### src/hw/rtl/cbc_mul.sv
// Registered 33x33 signed multiplier shared by all products of the tester.
// No dependencies.
module cbc_mul (
  input  logic               clk_i,
  input  logic signed [32:0] a_i,
  input  logic signed [32:0] b_i,
  output logic signed [65:0] p_o
);

  logic signed [65:0] p_q;

  always_ff @(posedge clk_i) begin
    p_q <= a_i * b_i;
  end

  assign p_o = p_q;

endmodule

### config.mk
export PLATFORM = sky130hd
export DESIGN_NAME = cbc_mul
export DESIGN_NICKNAME = d
export VERILOG_FILES = /design/src/hw/rtl/cbc_mul.sv
export SDC_FILE = /design/constraint.sdc
export NUM_CORES = 2
export LEC_CHECK = 0
export BUFFER_PORTS_ARGS = -buffer_cell sky130_fd_sc_hd__buf_2
export CAP_MARGIN = 15
export CORE_MARGIN = 4
export CORE_UTILIZATION = 65
export CTS_CLUSTER_DIAMETER = 40
export DETAILED_ROUTE_END_ITERATION = 6
export PLACE_DENSITY = 0.9
export SETUP_SLACK_MARGIN = 0.3
export SYNTH_ARGS = -nofsm -noshare
export SYNTH_HDL_FRONTEND = slang
export SYNTH_SLANG_ARGS = --single-unit
### constraint.sdc
create_clock -name clk_i -period 15.25 [get_ports clk_i]
set_clock_uncertainty 0.2 [all_clocks]
set_input_delay 2.2875 -clock clk_i [delete_from_list [all_inputs] [get_ports clk_i]]
set_output_delay 2.2875 -clock clk_i [all_outputs]
set_load 0.01 [all_outputs]
==> impl_metrics.yaml <==
worst_hold_path:
  holdCritPathClass: "in -> reg"
grt:
  antenna_found_initial: 4
  grt_max_degree: 34
  grt_pass1_vias: 34700
  grt_first_pass_wirelength_mm: 178
  gr-total-overflow: 0
  grt_usage: 0.342
placed_design:
  dp.cells: 5101
  port-buffer-count: 132
  finalWeightedCongestion: 0.968
  hpwl_mm: 86.7
  post-place-ws_ns: 4.23
critical_path:
  end_kind: "flop"
  crit_path_start: "a_i[32]"
  worstPathArrival_ns: 10.78
  cp_max_fo: 33
  cp-start-kind: "input pin"
  cp_data_required_time_ns: 15.38
  endpoint: "p_o[62]"
  worstSetupPathType: "in -> reg"
logic_synthesis:
  synth_edf_count: 0
  post-synth-top-area-cell: "fa_1"
  postSynthCellCount: 4338
  ys.flop_type: "dfxtp_1"
  ys_seq_elements: 66
  ys_seq_area_frac: 0.0324
  async_reset_ff_frac: 0
  synth_area_sq_mm: 0.0407
  synth_top_area_frac: 0.563
  synth_common_cells: "fa_1 (1145), inv_1 (1131), and2_1 (562), nand2_1 (551), ha_1 (217)"
  synth.avg_cell_area_sq_um: 9.39
  ys_types: 80
  yosysWarnings: 0
  synthTopCellsByArea: "fa_1 (56%), inv_1 (10%), and2_1 (8.6%), ha_1 (6.7%), nand2_1 (5.1%)"
  yosysMostFrequentCell: "fa_1"
  synth_nets: 5767
cts:
  htreeDepth: 3
  path_clk_slew_ns: 0.07
  post_cts_resize_count: 0
  clkSinkCount: 66
  cts_tree: "yes"
  numCtsBuffers: 9
  cts_root_buf: "clkbuf_16"
  ctsHoldBuffers: 0
  cts_buffer_depth: 2
  post_cts_buffers: 0
route:
  post_drt_wl_per_cell_microns: 21.2
  num_vias: 30100
  drc: 0
  ant_nets: 0
  routed_wl_mm: 109
  via_per_inst: 5.87
  firstDrtPassIters: 7
  drtIter0Drc: 2594
timing:
  relSlewSlack: 0.225
  hold_viol_final: 0
  setup_viol: 0
  rsz0062_at_grt: "false"
  setup_tns_ns: 0
  worstMarginPinSlew_ns: 1.16
  period_share: 0.699
  setup_ws_ns: 4.59
  fin_crit_ns: 10.66
  fmax_mhz: 93.8
  slew_viol_final: 0
final_layout:
  fin_nets: 5704
  post-route-util: 0.680
  regArea_sq_mm: 0.00132
  drive_gt1_frac: 0.0467
  synthToLayoutAreaGrowth_pct: 3.19
  nFillCells: 4264
  final_cells: 5118
  multi_input_area_sq_mm: 0.0343
  largest_reg_flops: 66
floorplanning:
  die_x_microns: 258
  initial_utilization: 0.659
  rows: 91
  ios: 133
  dieArea_sq_mm: 0.0667
  die_height_microns: 258
  core_sq_mm: 0.0618
flow_run:
  cap_violations: 0
run_status:
  status: "finished, final reports clean"
logic make-up (layout without fill, tap and decap cells):
kind of cell	Yosys count	count (layout)	share of synthesized area
compound gates	219	219	0.0407
xor+xnor	68	68	0.0146
fa+ha+maj	1362	1362	0.629
buf+inv	1352	1294	0.125
flops	66	66	0.0324
other cells	0	1	0
simple gates	1271	1271	0.158
worst max-delay path: stages:
cell and delay, ns:
buf_2 0.55, nand2_1 0.21, inv_1 0.18, fa_1 0.52, fa_1 0.65, fa_1 0.69, fa_1 1.37, fa_1 0.59
fa_1 0.52, fa_1 0.50, inv_1 0.05, fa_1 0.48, inv_1 0.05, ha_1 0.42, and3_1 0.19, nand3_1 0.13
nand2b_1 0.26, a2111oi_4 0.35, a211oi_4 0.12, a21o_2 0.26, a21o_1 0.17, a211oi_2 0.17
area by class of cell:
class                      instances  share of cell area
sequential                        66              0.0314
clock buffer                      10             0.00569
tap                              837              0.0249
inverter                        1131               0.101
antenna                            1           0.0000595
timing repair buffer             147              0.0184
clock inverter                     6             0.00214
multi-input combinational       2920               0.816
cell usage in the layout (no fill, tap or decap), drive strengths merged, types with 6 or more instances in the layout:
master     n
a21o      38
a21oi     61
clkbuf    10
a211oi    11
nor3       7
a211o      6
xnor2     43
nand2    551
and3       6
nand2b    12
inv     1131
fa      1145
nor2      68
and2     563
o31ai      7
o21a       6
a31oi      9
dfxtp     66
o21bai    11
o21ai     33
nand3     26
buf      147
xor2      25
nand4     12
ha       217
layer usage:
metal	part of all wire	global-route usage
met5	0.00031	0
met4	0.075	0.213
met3	0.10	0.0876
met2	0.49	0.569
met1	0.33	0.401
worst min path at each step:
stage,startpoint,endpoint,slack (ns),cells after the start
2_1_floorplan,a_i[0],p_o[0],2.21,1
3_3_place_gp,p_o[12],p_o[12],2.48,1
3_5_place_dp,p_o[33],p_o[33],2.48,1
4_1_cts,b_i[0],p_o[0],2.29,2
5_1_grt,b_i[0],p_o[0],2.31,2
6_report,b_i[0],p_o[0],2.28,2
through the flow:
| stage | hold slack [ns] | instance area (sq um) |
|---|---|---|
| after global placement | 2.48 | 41700 |
| after floorplan | 2.21 | 40700 |
| after global routing | 2.31 | 42000 |
| after detailed placement | 2.48 | 41700 |
| after CTS | 2.29 | 42000 |
| final | 2.28 | 42000 |
Power is not shown: default switching activity piles up to over one toggle a cycle in this logic, so the estimate is an artifact.
