<file path="src/hw/rtl/cbc_pkg.sv">
// Shared types and constants for the circle/box contact tester.
// Depends on nothing; cbc_dsu and circle_box_contact_top import it.
package cbc_pkg;

  localparam int CoordW = 32;
  localparam int RadW   = 31;

  // Step counts of the iterative divide/square-root unit.
  localparam logic [5:0]  TSteps    = 6'd31;
  localparam logic [5:0]  MdSteps   = 6'd34;
  localparam logic [5:0]  SqrtSteps = 6'd31;
  localparam logic [63:0] SqrtBit0  = 64'h1000_0000_0000_0000;

  typedef enum logic [1:0] {
    KIND_NONE   = 2'd0,
    KIND_CORNER = 2'd1,
    KIND_EDGE   = 2'd2
  } hit_kind_e;

  typedef enum logic {
    DSU_DIV,
    DSU_SQRT
  } dsu_mode_e;

  typedef struct packed {
    logic        start;
    dsu_mode_e   mode;
    logic [63:0] rem0;
    logic [63:0] den;
    logic [33:0] bits;
    logic [5:0]  steps;
  } dsu_cmd_t;

  typedef enum logic [4:0] {
    ST_IDLE, ST_RSQ, ST_RCAP, ST_EDGE, ST_W1, ST_W2, ST_W3, ST_D1, ST_D2,
    ST_L1, ST_L2, ST_TDIV, ST_F1, ST_F2, ST_F3, ST_Q1, ST_Q2, ST_Q3,
    ST_SQRT, ST_MD_MUL, ST_MD_DIV, ST_MD_WAIT
  } cbc_state_e;

endpackage

</file>
<file path="src/hw/rtl/cbc_dsu.sv">
// Iterative shift-subtract unit: restoring division or integer square root,
// one bit per cycle through a single 64-bit compare/subtract. Uses cbc_pkg.
module cbc_dsu import cbc_pkg::*; (
  input  logic        clk_i,
  input  logic        rst_ni,
  input  dsu_cmd_t    cmd_i,
  output logic        busy_o,
  output logic        done_o,
  output logic [63:0] quo_o
);

  logic        busy_q, done_q;
  logic [5:0]  cnt_q;
  dsu_mode_e   mode_q;
  logic [63:0] rem_q, den_q, quo_q;
  logic [33:0] bits_q;

  logic [63:0] div_a, sq_b, cmp_a, cmp_b, diff;
  logic        ge;

  // In square-root mode rem holds the remaining value and den the probe bit.
  assign div_a = {rem_q[62:0], bits_q[33]};
  assign sq_b  = quo_q + den_q;
  assign cmp_a = (mode_q == DSU_DIV) ? div_a : rem_q;
  assign cmp_b = (mode_q == DSU_DIV) ? den_q : sq_b;
  assign ge    = cmp_a >= cmp_b;
  assign diff  = cmp_a - cmp_b;

  always_ff @(posedge clk_i or negedge rst_ni) begin
    if (!rst_ni) begin
      busy_q <= 1'b0;
      done_q <= 1'b0;
      cnt_q  <= '0;
    end else begin
      done_q <= 1'b0;
      if (cmd_i.start) begin
        busy_q <= 1'b1;
        cnt_q  <= cmd_i.steps;
      end else if (busy_q) begin
        cnt_q <= cnt_q - 6'd1;
        if (cnt_q == 6'd1) begin
          busy_q <= 1'b0;
          done_q <= 1'b1;
        end
      end
    end
  end

  always_ff @(posedge clk_i) begin
    if (cmd_i.start) begin
      mode_q <= cmd_i.mode;
      rem_q  <= cmd_i.rem0;
      den_q  <= cmd_i.den;
      bits_q <= cmd_i.bits;
      quo_q  <= '0;
    end else if (busy_q) begin
      if (mode_q == DSU_DIV) begin
        rem_q  <= ge ? diff : div_a;
        quo_q  <= {quo_q[62:0], ge};
        bits_q <= {bits_q[32:0], 1'b0};
      end else begin
        if (ge) begin
          rem_q <= diff;
          quo_q <= (quo_q >> 1) + den_q;
        end else begin
          quo_q <= quo_q >> 1;
        end
        den_q <= den_q >> 2;
      end
    end
  end

  assign busy_o = busy_q;
  assign done_o = done_q;
  assign quo_o  = quo_q;

endmodule

</file>
<file path="config.mk">
export PLATFORM = sky130hd
export DESIGN_NAME = cbc_dsu
export DESIGN_NICKNAME = d
export VERILOG_FILES = /design/src/hw/rtl/cbc_pkg.sv /design/src/hw/rtl/cbc_dsu.sv
export SDC_FILE = /design/constraint.sdc
export NUM_CORES = 1
export LEC_CHECK = 0
export ABC_AREA = 1
export BUFFER_PORTS_ARGS = -buffer_cell sky130_fd_sc_hd__buf_2
export CAP_MARGIN = 20
export CORE_ASPECT_RATIO = 2
export CORE_MARGIN = 2
export CORE_UTILIZATION = 25
export CTS_CLUSTER_DIAMETER = 100
export DETAILED_ROUTE_END_ITERATION = 8
export GPL_TIMING_DRIVEN = 0
export SLEW_MARGIN = 20
export SYNTH_ARGS = -nofsm -noshare
export SYNTH_HDL_FRONTEND = slang
export SYNTH_SLANG_ARGS = --single-unit
</file>
<file path="constraint.sdc">
create_clock -name clk_i -period 10.88 [get_ports clk_i]
set_input_delay 0.544 -clock clk_i [delete_from_list [all_inputs] [get_ports clk_i]]
set_output_delay 0.544 -clock clk_i [all_outputs]
set_load 0.005 [all_outputs]
</file>
==> impl_metrics.json <==
{
  "worst-endpoint-arrival_ps": 8130,
  "netlist.area_leader.share_pct": 25.5,
  "drt-wirelength-per-cell_um": 25.0,
  "timing_max_transition_violations_final": 0,
  "ant_nets": 0,
  "setup-violations-final": 0,
  "slew-limit-headroom_pct": 13.7,
  "via_count": 34000,
  "critical_path.max_fanout": 18,
  "worstSetupPathType": "reg -> reg",
  "post_synthesis_sequential_area_ratio_pct": 22.1,
  "routed_via_density": 4.94,
  "rsz0062_at_grt": "no",
  "synthesis.area_per_instance_um2": 5.69,
  "post-cts-setup-buffers": 0,
  "global_route_wire_length_before_repair_um": 238000,
  "reg2reg_slack_ps": 3120,
  "pwr_density_cell_nw_per_um2": 283,
  "hold-path-cell-count": 1,
  "critical_path_source": "den_q[0]$_DFFE_PP_",
  "io_pins": 238,
  "hp-start": "cmd_i[168]",
  "leakage_nw": 17.7,
  "cts.repair.resized": 0,
  "clock-sinks": 235,
  "cts_root_buf": "sky130_fd_sc_hd__clkbuf_16",
  "num-nets-final": 5718,
  "clock_power_share_pct": 11.8,
  "seq_power_share_pct": 17.7,
  "synth_cells": 5075,
  "cap_viol_max_count": 0,
  "grt_pass1_vias": 35200,
  "gp_routability_congestion": 1.07,
  "utilization_pct": 29.0,
  "dr.max_layer_used": "met5",
  "overflow": 0,
  "timing_worst_slew_pin_value_ps": 1290,
  "timing.final.crit_share_pct": 71.4,
  "clock_tree_from_tritoncts": "yes",
  "netlist.top_cell.by_area": "sky130_fd_sc_hd__nand2_1",
  "r2r-start": "den_q[0]$_DFFE_PP_",
  "fin_cells": 6895,
  "mostFrequentLayoutCell": "sky130_fd_sc_hd__nand2_1",
  "cts_htree_levels": 1,
  "start_util_pct": 25.2,
  "achievable-frequency_ghz": 0.129,
  "first_pass_iters": 6,
  "final_layout_size_suffix_gt1_share_pct": 6.79,
  "max-vdd-ir-drop_mv": 0.144,
  "grt_max_degree": 45,
  "totalWireLength_um": 172000,
  "io_buffers": 237,
  "cts-root-to-sink-buffers": 3,
  "drt_iter0_drc": 2107,
  "die_x_um": 244,
  "worst_hold_path_type": "in -> reg",
  "synthToLayoutAreaGrowth_pct": 15.1,
  "synth_fp_nets": 5442,
  "post_cts_hold_fix_bufs": 1,
  "sw_power_mw": 5.49,
  "timing.critical_path.to_type": "flop",
  "critical_path.reg2reg.endpoint": "rem_q[13]$_DFFE_PP_",
  "grt_antenna_before_repair": 9,
  "fin_worst_skew_ps": 24.7,
  "ys_ff_latch": 235,
  "design.die.area_um2": 118000,
  "cts.clk_slew.worst_paths_ps": 70,
  "layout.cells.most_common_list": "1964 x sky130_fd_sc_hd__nand2_1, 851 x sky130_fd_sc_hd__inv_1, 426 x sky130_fd_sc_hd__nor2_1, 360 x sky130_fd_sc_hd__nand3_1, 277 x sky130_fd_sc_hd__o21ai_0",
  "period_needed_ps": 7760,
  "share_comb_of_total_power_pct": 70.6,
  "clock_buffers_created_by_tritoncts": 30,
  "met3_wirelength_um": 6490,
  "cp_data_required_time_ps": 11250,
  "wl_met2_um": 88700,
  "placed_cells_incl_taps": 6831,
  "power.share.switching_pct": 58.3,
  "status": "complete, no violations",
  "synthesis.area_um2": 28900,
  "design_power_total_mw": 9.41,
  "crit_path_start_kind": "flop",
  "yosysWarnings": 0,
  "post_route_drc": 0,
  "hpwl_um": 148000,
  "synthDistinctLibCells": 50,
  "destination_of_the_worst_hold_path": "mode_q$_DFFE_PP_",
  "report.final.hold_viol_count": 0,
  "synth.top_cells.by_area": "sky130_fd_sc_hd__nand2_1 26%, sky130_fd_sc_hd__edfxtp_1 17%, sky130_fd_sc_hd__inv_1 11%, sky130_fd_sc_hd__ha_1 8.3%, sky130_fd_sc_hd__nand3_1 6.2%",
  "logic_depth_of_the_worst_register_to_register_path": 25,
  "fp.dieH_um": 485,
  "power_report.internal_total_mw": 3.92,
  "latest_clock_arrival_within_the_worst_skew_pair_ps": 680,
  "track_usage_pct": 28.4,
  "met1_length_um": 54000,
  "site_rows": 176,
  "core-area_um2": 115000
}
## flip-flops by register name, summed over array words and instances (netlist names)
register,cells
den_q,64
quo_o,64
rem_q,64
bits_q,34
cnt_q,6
busy_o,1
done_o,1
mode_q,1
## area by class of cell
cell class | instances | area (µm²)
Tap cell | 1513 | 1890
Multi-Input combinational cell | 3852 | 18700
Sequential cell | 235 | 6380
Clock buffer | 38 | 843
Timing Repair Buffer | 244 | 1350
Fill cell | 13400 | 81500
Antenna cell | 7 | 17.5
Buffer | 129 | 597
Clock inverter | 18 | 221
Inverter | 859 | 3220
## worst max-delay path, stage by stage, from the launching register on
cell	delay [ps]
sky130_fd_sc_hd__edfxtp_1	440
sky130_fd_sc_hd__ha_1	290
sky130_fd_sc_hd__inv_1	80
sky130_fd_sc_hd__fa_1	440
sky130_fd_sc_hd__o21ai_0	900
sky130_fd_sc_hd__nand2_1	100
sky130_fd_sc_hd__nand2_1	300
sky130_fd_sc_hd__inv_1	130
sky130_fd_sc_hd__o21ai_0	570
sky130_fd_sc_hd__nand3_1	430
sky130_fd_sc_hd__nand3_1	170
sky130_fd_sc_hd__nand2_1	60
sky130_fd_sc_hd__nand3_1	90
sky130_fd_sc_hd__o21ai_0	210
sky130_fd_sc_hd__ha_1	470
sky130_fd_sc_hd__nand2_1	130
sky130_fd_sc_hd__nor2_2	190
sky130_fd_sc_hd__nand2_1	160
sky130_fd_sc_hd__nor4_2	350
sky130_fd_sc_hd__nand2_2	180
sky130_fd_sc_hd__nand2_4	200
sky130_fd_sc_hd__inv_2	100
sky130_fd_sc_hd__buf_2	340
sky130_fd_sc_hd__a31oi_4	670
sky130_fd_sc_hd__buf_16	230
sky130_fd_sc_hd__buf_16	180
## stage by stage
stage | setup slack (ps) | hold WS, ps | TNS [ps] | area, µm²
final | 3120 | 60.1 | 0 | 33300
after global routing | 2940 | 36.4 | 0 | 33300
after CTS | 3200 | 18.3 | 0 | 33200
after detailed placement | 3250 | 401 | 0 | 32200
after global placement | -1530 | 403 | -97650 | 32000
after floorplan | 3440 | 248 | 0 | 28900
## worst max path at each step
stage,to,slack (ps)
after floorplan,rem_q[0]$_DFFE_PP_,3440
after global placement,rem_q[3]$_DFFE_PP_,-1530
after detailed placement,rem_q[1]$_DFFE_PP_,3250
after CTS,rem_q[13]$_DFFE_PP_,3200
after global routing,rem_q[13]$_DFFE_PP_,2940
final,rem_q[13]$_DFFE_PP_,3120
## cells in the mapped netlist (all sizes together)
cell / count
nand2: 1969
inv: 858
nor2: 431
nand3: 361
o21ai: 283
a21oi: 220
ha: 192
edfxtp: 163
nand4: 94
clkbuf: 91
dfxtp: 64
a32oi: 62
xor2: 46
nor3: 41
xnor2: 41
buf: 38
o21bai: 17
or2: 15
o211ai: 12
o21a: 11
nor4: 10
nand3b: 9
a31oi: 8
and2: 8
dfrtp: 8
a21o: 6
a21boi: 3
fa: 3
o221ai: 3
a22oi: 2
o22ai: 2
a221o: 1
clkinv: 1
mux2i: 1
nor3b: 1
## cell families (layout without fill, tap and decap cells)
| kind of cell | count (synthesis) | count (layout) | synth area share (%) |
|---|---|---|---|
| AO/OA/AOI/OAI | 630 | 630 | 12.3 |
| flip-flops | 235 | 235 | 22.1 |
| XOR/XNOR | 87 | 87 | 2.64 |
| AND/OR/NAND/NOR | 2939 | 2939 | 41.3 |
| other | 0 | 7 | 0 |
| adder cells (fa/ha/maj) | 195 | 195 | 8.52 |
| multiplexers | 1 | 1 | 0.0346 |
| buffers and inverters | 988 | 1288 | 13.2 |
## power by group through the flow
stage	logic [mW]	clock network, mW	registers [mW]
finish	6.64	1.11	1.66
global route	7.29	1.15	1.69
CTS	6.55	1.13	1.65
detailed placement	6.51	0	1.67
global placement	6.48	0	1.69
floorplan	4.24	0	1.51
## per-layer routing
layer | vias to the layer above | global-route usage, %
met1 | 15700 | 24.7
met5 | - | 0
met4 | 4 | 31.0
li1 | 16700 | -
met3 | 497 | 2.89
met2 | 1124 | 53.6
Power figures use the tool's default switching activity.
